<file path="src/hw/rtl/stkr_pkg.sv">
// ----------------------------------------------------------------------------
// stkr_pkg
// Request and status codes and the per-cell control bundle of the stack.
// ----------------------------------------------------------------------------
package stkr_pkg;

  typedef enum logic [1:0] {
    REQ_PUSH   = 2'd0,
    REQ_POP    = 2'd1,
    REQ_SEARCH = 2'd2,
    REQ_REMOVE = 2'd3
  } req_type_e;

  typedef enum logic [1:0] {
    ST_OK        = 2'd0,
    ST_FULL      = 2'd1,
    ST_EMPTY     = 2'd2,
    ST_NOT_FOUND = 2'd3
  } status_e;

  // Per-cell update command
  typedef struct packed {
    logic load;   // capture the request key
    logic shift;  // take the neighbor's entry from above
  } cell_ctrl_t;

endpackage

</file>
<file path="src/hw/rtl/stkr_if.sv">
// ----------------------------------------------------------------------------
// stkr_if
// Valid/ready channels carrying stack requests and stack results.
// ----------------------------------------------------------------------------
interface stkr_req_if;
  logic        valid;
  logic        ready;
  logic [1:0]  req_type;
  logic [63:0] key;

  modport source (output valid, output req_type, output key, input ready);
  modport sink   (input valid, input req_type, input key, output ready);
endinterface

interface stkr_rsp_if;
  logic        valid;
  logic        ready;
  logic [1:0]  status;
  logic        found;
  logic [63:0] data;
  logic [3:0]  occupancy;

  modport source (output valid, output status, output found, output data,
                  output occupancy, input ready);
  modport sink   (input valid, input status, input found, input data,
                  input occupancy, output ready);
endinterface

</file>
<file path="src/hw/rtl/stkr_cell.sv">
// ----------------------------------------------------------------------------
// stkr_cell
// One stack slot: holds a key, compares it to the request key and either
// loads the request key or takes the entry of the slot above.
// ----------------------------------------------------------------------------
module stkr_cell #(
  parameter int unsigned KEY_BITS = 64
) (
  input  logic                  clk_i,
  input  stkr_pkg::cell_ctrl_t  ctrl_i,
  input  logic                  occupied_i,
  input  logic [KEY_BITS-1:0]   key_i,
  input  logic [KEY_BITS-1:0]   upper_i,
  output logic [KEY_BITS-1:0]   entry_o,
  output logic                  match_o
);
  import stkr_pkg::*;

  logic [KEY_BITS-1:0] entry_q;
  logic [KEY_BITS-1:0] entry_d;

  // Next entry: push load wins, else compaction shift, else hold
  always_comb begin
    entry_d = entry_q;
    if (ctrl_i.load) begin
      entry_d = key_i;
    end else if (ctrl_i.shift) begin
      entry_d = upper_i;
    end
  end

  // Payload storage, no reset needed
  always_ff @(posedge clk_i) begin
    entry_q <= entry_d;
  end

  assign entry_o = entry_q;
  assign match_o = occupied_i && (entry_q == key_i);

endmodule

</file>
<file path="src/hw/rtl/stack_with_keyed_removal_unit.sv">
// ----------------------------------------------------------------------------
// stack_with_keyed_removal_unit
// Bounded LIFO stack of keys with push, pop, search and keyed removal.
// ----------------------------------------------------------------------------
// The stack is a row of DEPTH cells, cell 0 at the bottom, each comparing its
// key to the request in parallel. The result of a request is registered and
// shows on the response channel the cycle after the request is taken. A new
// request is taken whenever the result register is empty or being drained,
// so with an always-ready sink the unit sustains one request per clock; the
// limit is the single result register. Removal drops the topmost matching
// entry and every cell above it takes its upper neighbor's key in the same
// cycle. Only the low KEY_BITS bits of a key are stored and compared; data is
// zero-extended to 64 bits.
// ----------------------------------------------------------------------------
module stack_with_keyed_removal_unit #(
  parameter int unsigned DEPTH    = 8,
  parameter int unsigned KEY_BITS = 64
) (
  input  logic          clk_i,
  input  logic          rst_ni,
  stkr_req_if.sink      req_i,
  stkr_rsp_if.source    rsp_o
);
  import stkr_pkg::*;

  localparam int unsigned CW = $clog2(DEPTH + 1);

  logic [CW-1:0]        count_q, count_d;
  logic                 rsp_valid_q;
  status_e              status_q, status_d;
  logic                 found_q, found_d;
  logic [63:0]          data_q, data_d;
  logic [3:0]           occ_q;

  logic                 accept;
  logic [KEY_BITS-1:0]  key_k;
  logic [KEY_BITS-1:0]  entry   [DEPTH];
  cell_ctrl_t           ctrl    [DEPTH];
  logic [DEPTH-1:0]     match_vec;
  logic [DEPTH-1:0]     above_vec;
  logic [DEPTH-1:0]     top_sel;
  logic [DEPTH-1:0]     second_sel;
  logic [DEPTH-1:0]     push_sel;
  logic                 any_match;
  logic                 top_match;
  logic                 full;
  logic                 empty;
  logic                 do_push;
  logic                 do_remove;
  logic [KEY_BITS-1:0]  top_key;
  logic [KEY_BITS-1:0]  second_key;

  // Handshake: take a request while the result slot is free or draining
  assign req_i.ready = !rsp_valid_q || rsp_o.ready;
  assign accept      = req_i.valid && req_i.ready;
  assign key_k       = req_i.key[KEY_BITS-1:0];

  assign full  = (count_q == CW'(DEPTH));
  assign empty = (count_q == '0);

  // Cell row
  for (genvar gi = 0; gi < DEPTH; gi++) begin : g_cell
    logic [KEY_BITS-1:0] upper;

    if (gi == DEPTH - 1) begin : g_top
      assign upper = entry[gi];
    end else begin : g_mid
      assign upper = entry[gi+1];
    end

    // Position decodes against the fill count
    assign top_sel[gi]    = ((gi + 1) == int'(count_q));
    assign second_sel[gi] = ((gi + 2) == int'(count_q));
    assign push_sel[gi]   = (gi == int'(count_q));
    assign above_vec[gi]  = |(match_vec >> (gi + 1));

    assign ctrl[gi].load  = do_push && push_sel[gi];
    assign ctrl[gi].shift = do_remove && !above_vec[gi];

    stkr_cell #(
      .KEY_BITS (KEY_BITS)
    ) u_cell (
      .clk_i      (clk_i),
      .ctrl_i     (ctrl[gi]),
      .occupied_i (gi < int'(count_q)),
      .key_i      (key_k),
      .upper_i    (upper),
      .entry_o    (entry[gi]),
      .match_o    (match_vec[gi])
    );
  end

  assign any_match = |match_vec;
  assign top_match = |(match_vec & top_sel);

  // Top and next-to-top keys by AND-OR over the row
  always_comb begin
    top_key    = '0;
    second_key = '0;
    for (int i = 0; i < DEPTH; i++) begin
      top_key    = top_key    | (entry[i] & {KEY_BITS{top_sel[i]}});
      second_key = second_key | (entry[i] & {KEY_BITS{second_sel[i]}});
    end
  end

  // Request decode and result
  always_comb begin
    count_d   = count_q;
    status_d  = ST_OK;
    found_d   = 1'b0;
    data_d    = 64'(top_key);
    do_push   = 1'b0;
    do_remove = 1'b0;
    case (req_type_e'(req_i.req_type))
      REQ_PUSH: begin
        if (full) begin
          status_d = ST_FULL;
        end else begin
          do_push = accept;
          count_d = count_q + CW'(1);
          data_d  = 64'(key_k);
        end
      end
      REQ_POP: begin
        if (empty) begin
          status_d = ST_EMPTY;
          data_d   = '0;
        end else begin
          count_d = count_q - CW'(1);
        end
      end
      REQ_SEARCH: begin
        found_d  = any_match;
        status_d = any_match ? ST_OK : ST_NOT_FOUND;
      end
      REQ_REMOVE: begin
        if (any_match) begin
          found_d   = 1'b1;
          do_remove = accept;
          count_d   = count_q - CW'(1);
          data_d    = top_match ? 64'(second_key) : 64'(top_key);
        end else begin
          status_d = ST_NOT_FOUND;
        end
      end
      default: begin
        status_d = ST_OK;
      end
    endcase
  end

  // Fill count and result register
  always_ff @(posedge clk_i or negedge rst_ni) begin
    if (!rst_ni) begin
      count_q     <= '0;
      rsp_valid_q <= 1'b0;
    end else begin
      if (accept) begin
        count_q     <= count_d;
        rsp_valid_q <= 1'b1;
      end else if (rsp_o.ready) begin
        rsp_valid_q <= 1'b0;
      end
    end
  end

  always_ff @(posedge clk_i) begin
    if (accept) begin
      status_q <= status_d;
      found_q  <= found_d;
      data_q   <= data_d;
      occ_q    <= 4'(count_d);
    end
  end

  assign rsp_o.valid     = rsp_valid_q;
  assign rsp_o.status    = status_q;
  assign rsp_o.found     = found_q;
  assign rsp_o.data      = data_q;
  assign rsp_o.occupancy = occ_q;

endmodule

</file>
<file path="src/flat_wrapper.sv">
// flat-port wrapper written by rule: the top's interface ports become plain ports
module stack_with_keyed_removal_unit_flat import stkr_pkg::*;
#(
  parameter int unsigned DEPTH    = 8,
  parameter int unsigned KEY_BITS = 64
)
  (clk_i, rst_ni, req_i_valid, req_i_req_type, req_i_key, req_i_ready, rsp_o_valid, rsp_o_status, rsp_o_found, rsp_o_data, rsp_o_occupancy, rsp_o_ready);
  stkr_req_if req_i_i ();
  stkr_rsp_if rsp_o_i ();
  input  logic clk_i;
  input  logic rst_ni;
  input wire logic [$bits(req_i_i.valid)-1:0] req_i_valid;
  input wire logic [$bits(req_i_i.req_type)-1:0] req_i_req_type;
  input wire logic [$bits(req_i_i.key)-1:0] req_i_key;
  output wire logic [$bits(req_i_i.ready)-1:0] req_i_ready;
  output wire logic [$bits(rsp_o_i.valid)-1:0] rsp_o_valid;
  output wire logic [$bits(rsp_o_i.status)-1:0] rsp_o_status;
  output wire logic [$bits(rsp_o_i.found)-1:0] rsp_o_found;
  output wire logic [$bits(rsp_o_i.data)-1:0] rsp_o_data;
  output wire logic [$bits(rsp_o_i.occupancy)-1:0] rsp_o_occupancy;
  input wire logic [$bits(rsp_o_i.ready)-1:0] rsp_o_ready;
  assign req_i_i.valid = req_i_valid;
  assign req_i_i.req_type = req_i_req_type;
  assign req_i_i.key = req_i_key;
  assign req_i_ready = req_i_i.ready;
  assign rsp_o_valid = rsp_o_i.valid;
  assign rsp_o_status = rsp_o_i.status;
  assign rsp_o_found = rsp_o_i.found;
  assign rsp_o_data = rsp_o_i.data;
  assign rsp_o_occupancy = rsp_o_i.occupancy;
  assign rsp_o_i.ready = rsp_o_ready;
  stack_with_keyed_removal_unit #(.DEPTH(DEPTH), .KEY_BITS(KEY_BITS)) u_core (.clk_i(clk_i), .rst_ni(rst_ni), .req_i(req_i_i), .rsp_o(rsp_o_i));
endmodule
</file>
<file path="config.mk">
export PLATFORM = sky130hd
export DESIGN_NAME = stack_with_keyed_removal_unit_flat
export DESIGN_NICKNAME = d
export VERILOG_FILES = /design/src/hw/rtl/stkr_pkg.sv /design/src/hw/rtl/stkr_if.sv /design/src/hw/rtl/stkr_cell.sv /design/src/hw/rtl/stack_with_keyed_removal_unit.sv /design/src/flat_wrapper.sv
export SDC_FILE = /design/constraint.sdc
export NUM_CORES = 2
export LEC_CHECK = 0
export BUFFER_PORTS_ARGS = -buffer_cell sky130_fd_sc_hd__buf_2
export CAP_MARGIN = 15
export CELL_PAD_IN_SITES_DETAIL_PLACEMENT = 1
export CELL_PAD_IN_SITES_GLOBAL_PLACEMENT = 1
export CORE_UTILIZATION = 47
export DETAILED_ROUTE_END_ITERATION = 10
export PLACE_DENSITY = 0.81
export SETUP_SLACK_MARGIN = 0.02
export SLEW_MARGIN = 10
export SYNTH_ARGS = -nofsm -noshare
export SYNTH_HDL_FRONTEND = slang
export SYNTH_SLANG_ARGS = --single-unit
</file>
<file path="constraint.sdc">
create_clock -name clk_i -period 9.1 [get_ports clk_i]
set_input_delay 0.91 -clock clk_i [delete_from_list [all_inputs] [get_ports clk_i]]
set_output_delay 0.91 -clock clk_i [all_outputs]
set_load 0.02 [all_outputs]
</file>
Yosys cells after proc, flatten, opt, wreduce, memory -nomap -nowiden

Cells that the tools add are included.

Register bits: 588
Input port bits: 70
Output and inout bits: 73
Logic and storage cells: 164

$add $sub $neg: 2
Order comparisons: 8
Equality and inequality tests: 21
Multiplexer cells: 35
Bitwise gates (word level): 31
Reduce and logical (&&, ||, !) cells: 53

Operator list:

| cell                                                | number |
|---|---|
| 2-to-1 mux 64 bit                                   | 18 |
| AND 64 bit                                          | 16 |
| OR 64 bit                                           | 14 |
| equality test 64 bit                                | 8 |
| one-hot mux 64 bit (3 select lines)                 | 1 |
| equality test 4 bit (first input constant)          | 6 |
| logical AND 1 bit                                   | 24 |
| < comparator 3 x 4 -> 1 bit (first input constant)  | 4 |
| nonzero test 2 bit                                  | 8 |
| OR reduction 8 bit                                  | 2 |
| 2-to-1 mux 4 bit                                    | 3 |
| one-hot mux 4 bit (3 select lines)                  | 1 |
| AND 8 bit                                           | 1 |
| equality test 3 x 4 -> 1 bit (first input constant) | 2 |
| zero test 1 bit                                     | 8 |
| zero test 4 bit                                     | 2 |
| < comparator 1 x 4 -> 1 bit (first input constant)  | 2 |
| < comparator 2 x 4 -> 1 bit (first input constant)  | 2 |
| 2-to-1 mux 1 bit                                    | 8 |
| OR reduction 7 bit                                  | 1 |
| one-hot mux 2 bit (3 select lines)                  | 1 |
| OR reduction 6 bit                                  | 1 |
| OR reduction 5 bit                                  | 1 |
| adder 4 x 1 -> 4 bit (second input constant)        | 1 |
| other kinds (12)                                    | 15 |

Longest topological paths before layout

Depth after elaboration: 12
Depth in mapped cells: 14
Gate-level depth less buffers: 10

By module

From an unflattened synthesis, not the netlist that was laid out.

Cell total of the unflattened synthesis: 3408
Area, all modules: 38672.1 um^2

Modules (own cells, without submodules):

| module                        | instances | cells an instance | area each (um^2) | sequential area each (um^2) |
|---|---|---|---|---|
| stkr_cell                     | 8         | 247               | 3465.8           | 1921.8 |
| stack_with_keyed_removal_unit | 1         | 1432              | 10945.5          | 2257.2 |

Least setup slack after synthesis

Ideal clock, no wire load.

Path kind: in2reg
From: in rsp_o_ready
To: reg u_core.g_cell[0].u_cell.entry_q[0], enable pin
Library setup time: 0.581 ns
Arrival time: 8.645 ns
Data required time: 8.519 ns
Path slack: -0.126 ns
Stages: 8
Path buffers: 1
Cell sequence: nand2b_1 nand2_1 inv_1 clkbuf_1 nand2_1 inv_1 nand3_1 o31ai_1

Cells in the longest elaborated chain, start to end: 6
Elaborated cells on any way between the ends: 9
Classes of those cells: mux (4); reduce/logical (5)

Ends and longest elaborated chain:

| element                               | line                                                                       | RTL |
|---|---|---|
| start: declaration                    | flat_wrapper.sv:21                                                         | `input wire logic [$bits(rsp_o_i.ready)-1:0] rsp_o_ready;` |
| logical OR 1 bit *                    | stack_with_keyed_removal_unit.sv:54                                        | `assign req_i.ready = !rsp_valid_q \|\| rsp_o.ready;` |
| logical AND 1 bit *                   | stack_with_keyed_removal_unit.sv:55                                        | `assign accept = req_i.valid && req_i.ready;` |
| named net u_core.accept               | stack_with_keyed_removal_unit.sv:35                                        | `logic accept;` |
| 2-to-1 mux 1 bit (on tied branches)   | stack_with_keyed_removal_unit.sv:137, stack_with_keyed_removal_unit.sv:116 |  |
| 2-to-1 mux 1 bit                      | stack_with_keyed_removal_unit.sv:114                                       | `case (req_type_e'(req_i.req_type))` |
| logical AND 1 bit (on tied branches)  | stack_with_keyed_removal_unit.sv:78, stack_with_keyed_removal_unit.sv:77   |  |
| nonzero test 2 bit (no source line) * | -                                                                          |  |
| end signal: assignment                | stkr_cell.sv:34                                                            | `entry_q <= entry_d;` |
| end: declaration                      | stkr_cell.sv:19                                                            | `logic [KEY_BITS-1:0] entry_q;` |

Mark *: on every way through the listed nets, which the timed path passes. The rest lies on a longest branch.
A chain may end at the register's enable or synchronous reset.

Worst setup path after layout

From: reg u_core.count_q[1]
To: reg u_core.g_cell[0].u_cell.entry_q[33], enable pin

Cells in the longest elaborated chain, start to end: 7
Elaborated cells on any way between the ends: 28
Classes of those cells: order compare (8); eq/ne (1); mux (4); reduce/logical (15)

Ends and longest elaborated chain:

| element                                             | line                                 | RTL |
|---|---|---|
| start: declaration                                  | stack_with_keyed_removal_unit.sv:28  | `logic [CW-1:0] count_q, count_d;` |
| start signal: assignment                            | stack_with_keyed_removal_unit.sv:159 | `count_q <= count_d;` |
| < comparator 3 x 4 -> 1 bit (tied with other cells) | stack_with_keyed_removal_unit.sv:85  | `.occupied_i (gi < int'(count_q)),` |
| logical AND 1 bit                                   | stkr_cell.sv:38                      | `assign match_o = occupied_i && (entry_q == key_i);` |
| OR reduction 8 bit                                  | stack_with_keyed_removal_unit.sv:93  | `assign any_match = \|match_vec;` |
| 2-to-1 mux 1 bit                                    | stack_with_keyed_removal_unit.sv:137 | `if (any_match) begin` |
| 2-to-1 mux 1 bit                                    | stack_with_keyed_removal_unit.sv:114 |  |
| logical AND 1 bit                                   | stack_with_keyed_removal_unit.sv:78  | `assign ctrl[gi].shift = do_remove && !above_vec[gi];` |
| nonzero test 2 bit (no source line) *               | -                                    |  |

Every way passes the cells marked *; elsewhere a longest branch is shown, timed or not.

==> reports/qor.csv <==
metric,value,unit
wirelength,187300,um
synth_edf_count,583,
critPathMaxFanout,37,
regArea,17630,um^2
gp_congestion,1.101,
cts_root_buffer,clkbuf_16,
clk_latency,0.64,ns
p_per_area,226.4,nW/um^2
cap_violations,0,
h-tree-depth,3,
portBuffers,142,
dieArea,79980,um^2
hold_buffers,0,
swShare,37.21,%
synth_flop_cell,edfxtp_1,
netSwitchingPower,3.419,mW
relSlewSlack,10.15,%
pin_count,143,
yosys_register_bits,588,
synth_area,37060,um^2
cts_tree,yes,
numCtsBuffers,71,
end_kind,register,
yosysWarnings,0,
peakVddDrop,0.1915,mV
tns,0,ns
cp.required,9.35,ns
finalSetupViolations,0,
fin_area,40590,um^2
synthArstFlopShare,0.8503,%
start_util,47.69,%
fillers,7982,
yosysSeqAreaShare,47.57,%
multiInputGateArea,17990,um^2
clk_path_buf_depth,3,
cts.sinks,588,
fin_nets,3206,
die_w,282.8,um
ant_nets,0,
area_growth,9.524,%
seqPwrFrac,35.7,%
drt-vias-per-instance,7.778,
grt_pass1_vias,30872,
clk_pin_slew,0.06,ns
period_needed,5.471,ns
slew_viol_final,0,
wire_per_inst,44.26,um
chipHeight,282.8,um
overflow,0,
internal_power,5.771,mW
syn_area_per_cell,11.59,um^2
grt_pass1_wl,254900,um
cts_resized,0,
dpl.hpwl,128000,um
crit_path_start_kind,register,
placed_area,38350,um^2
critical_path_class,register to register,
core_area,77720,um^2
clock_skew,0.02738,ns
rsz0062_at_grt,false,
final_layout_size_suffix_gt1_share,24.18,%
max_freq,182.8,MHz
drtPass1Iterations,6,
clkPwrFrac,30.7,%
fin_crit_sh,60.12,%
worstHoldPathType,input pin to async pin,
grt_max_degree,130,
postCtsSetupBuffers,0,
fin_util,52.23,%
synth_fp_nets,3274,
synthCells,3198,
grtUsageTotal,46.07,%
fp-row-count,102,
drtIter0Drc,6355,
p_comb_share,33.6,%
p_leak,13.02,nW
drc,0,
vias,32926,
worst_pin_slew,1.335,ns
synth_cell_types,61,
status,"finished, final reports clean",
finalHoldViolCount,0,
cp.arrival,5.72,ns
antenna_found_initial,20,
power by group through the flow:
stage | Clock (mW) | Combinational (mW) | Sequential (mW)
6_report | 2.82 | 3.09 | 3.28
3_5_place_dp | 0 | 2.94 | 3.32
5_1_grt | 2.91 | 3.15 | 3.29
2_1_floorplan | 0 | 1.80 | 3.38
4_1_cts | 2.82 | 2.96 | 3.27
3_3_place_gp | 0 | 2.83 | 3.32
layout by cell type (no fill, tap or decap), types with 36 or more instances in the layout:
cell         n
clkbuf_16   72
buf_4       62
xor2_1     311
edfxtp_1   583
nand2_1     51
nand4_1    160
o21ai_0     36
buf_2      142
xnor2_1    144
o21ai_1     66
inv_1       55
a221oi_1    85
a21oi_1     61
mux2_2     416
a2bb2oi_1   64
a22oi_1    479
nor4_1      88
through the flow:
stage	cells	setup WS, ns	total power [mW]	hold WS [ns]
6_report	4233	3.629	9.190	0.08673
5_1_grt	4225	3.653	9.344	0.09154
4_1_cts	4224	3.866	9.057	0.08554
3_5_place_dp	4097	3.528	6.265	0.5629
3_3_place_gp	4097	3.527	6.150	0.5059
2_1_floorplan	3198	1.508	5.180	0.5929
logic make-up after synthesis:
kind of cell	Yosys count	synth area share, %
adders and majority gates	6	0.2026
xor gates and xnor gates	455	10.75
and+or+nand+nor	430	6.735
DFF	588	47.57
muxes	417	12.67
AOI/OAI and AO/OA	894	17.62
buffers and inverters	408	4.450
worst max-delay path, stage by stage (launching register included):
cell and delay, ns:
dfrtp_1 0.55, inv_1 0.17, ha_1 0.31, o21ai_0 0.98, nand3_1 0.25, or4_4 0.52
nor4_4 0.47, nor4b_1 0.20, a21oi_2 0.30, nand3_1 0.34, o31ai_4 0.29, buf_4 0.62
layout make-up:
| class | instances | share of cell area, % |
|---|---|---|
| inverters | 62 | 0.5795 |
| clock buffers | 86 | 4.568 |
| well taps | 1040 | 3.206 |
| diodes | 9 | 0.05548 |
| multi-input cells | 2202 | 44.31 |
| clock inverters | 41 | 0.8970 |
| flip-flops and latches | 588 | 43.44 |
| repair buffers | 205 | 2.947 |
metal layers:
| layer | vias to the layer above | wire length [um] | track usage, % |
|---|---|---|---|
| li1 | 12498 | - | - |
| met1 | 16790 | 69120 | 59.84 |
| met2 | 3001 | 81200 | 69.25 |
| met3 | 627 | 23160 | 11.57 |
| met4 | 10 | 13790 | 27.80 |
| met5 | - | 59 | 0 |
sequential cells by signal, summed over array words and instances, names as in the netlist:
register	count
u_core.g_cell.u_cell.entry_o	512
u_core.rsp_o.found	1
u_core.rsp_o.status	2
u_core.rsp_o.occupancy	4
u_core.rsp_o.valid	1
u_core.count_q	4
u_core.rsp_o.data	64
worst paths after layout:
| check | startpoint | cells after the start | end | slack (ns) |
|---|---|---|---|---|
| worst max register to register | u_core.count_q[1] | 11 | u_core.g_cell[0].u_cell.entry_o[33] | 3.63 |
| max in group asynchronous | rst_ni | 1 | u_core.count_q[0] | 8.86 |
| min in group clk_i | req_i_valid | 2 | u_core.rsp_o.valid | 0.50 |
| worst max-delay path | u_core.count_q[1] | 11 | u_core.g_cell[0].u_cell.entry_o[33] | 3.63 |
| worst min-delay path | rst_ni | 1 | u_core.count_q[2] | 0.09 |
| worst min register to register | u_core.rsp_o.valid | 2 | u_core.rsp_o.valid | 0.56 |
synthesized netlist by cell type, drive strengths merged, types with 12 or more instances:
cell type  instances  area, um^2
edfxtp           583       17510
a22oi            479        3596
mux2             416        4684
xor2             311        2724
clkbuf           239       897.1
nand4            160        1001
xnor2            144        1261
buf              107       519.3
o21ai            104       520.5
nor4              90       578.1
a221oi            85       744.5
a21oi             72       401.6
a2bb2oi           64       560.5
inv               62       232.7
nand2             51       191.4
nand3             36       180.2
o22ai             33       206.5
nand2b            20       125.1
nor2              20       77.58
a22o              18       157.7
nor2b             13       81.33
nor3              12       60.06
(Power assumes the default switching activity.)
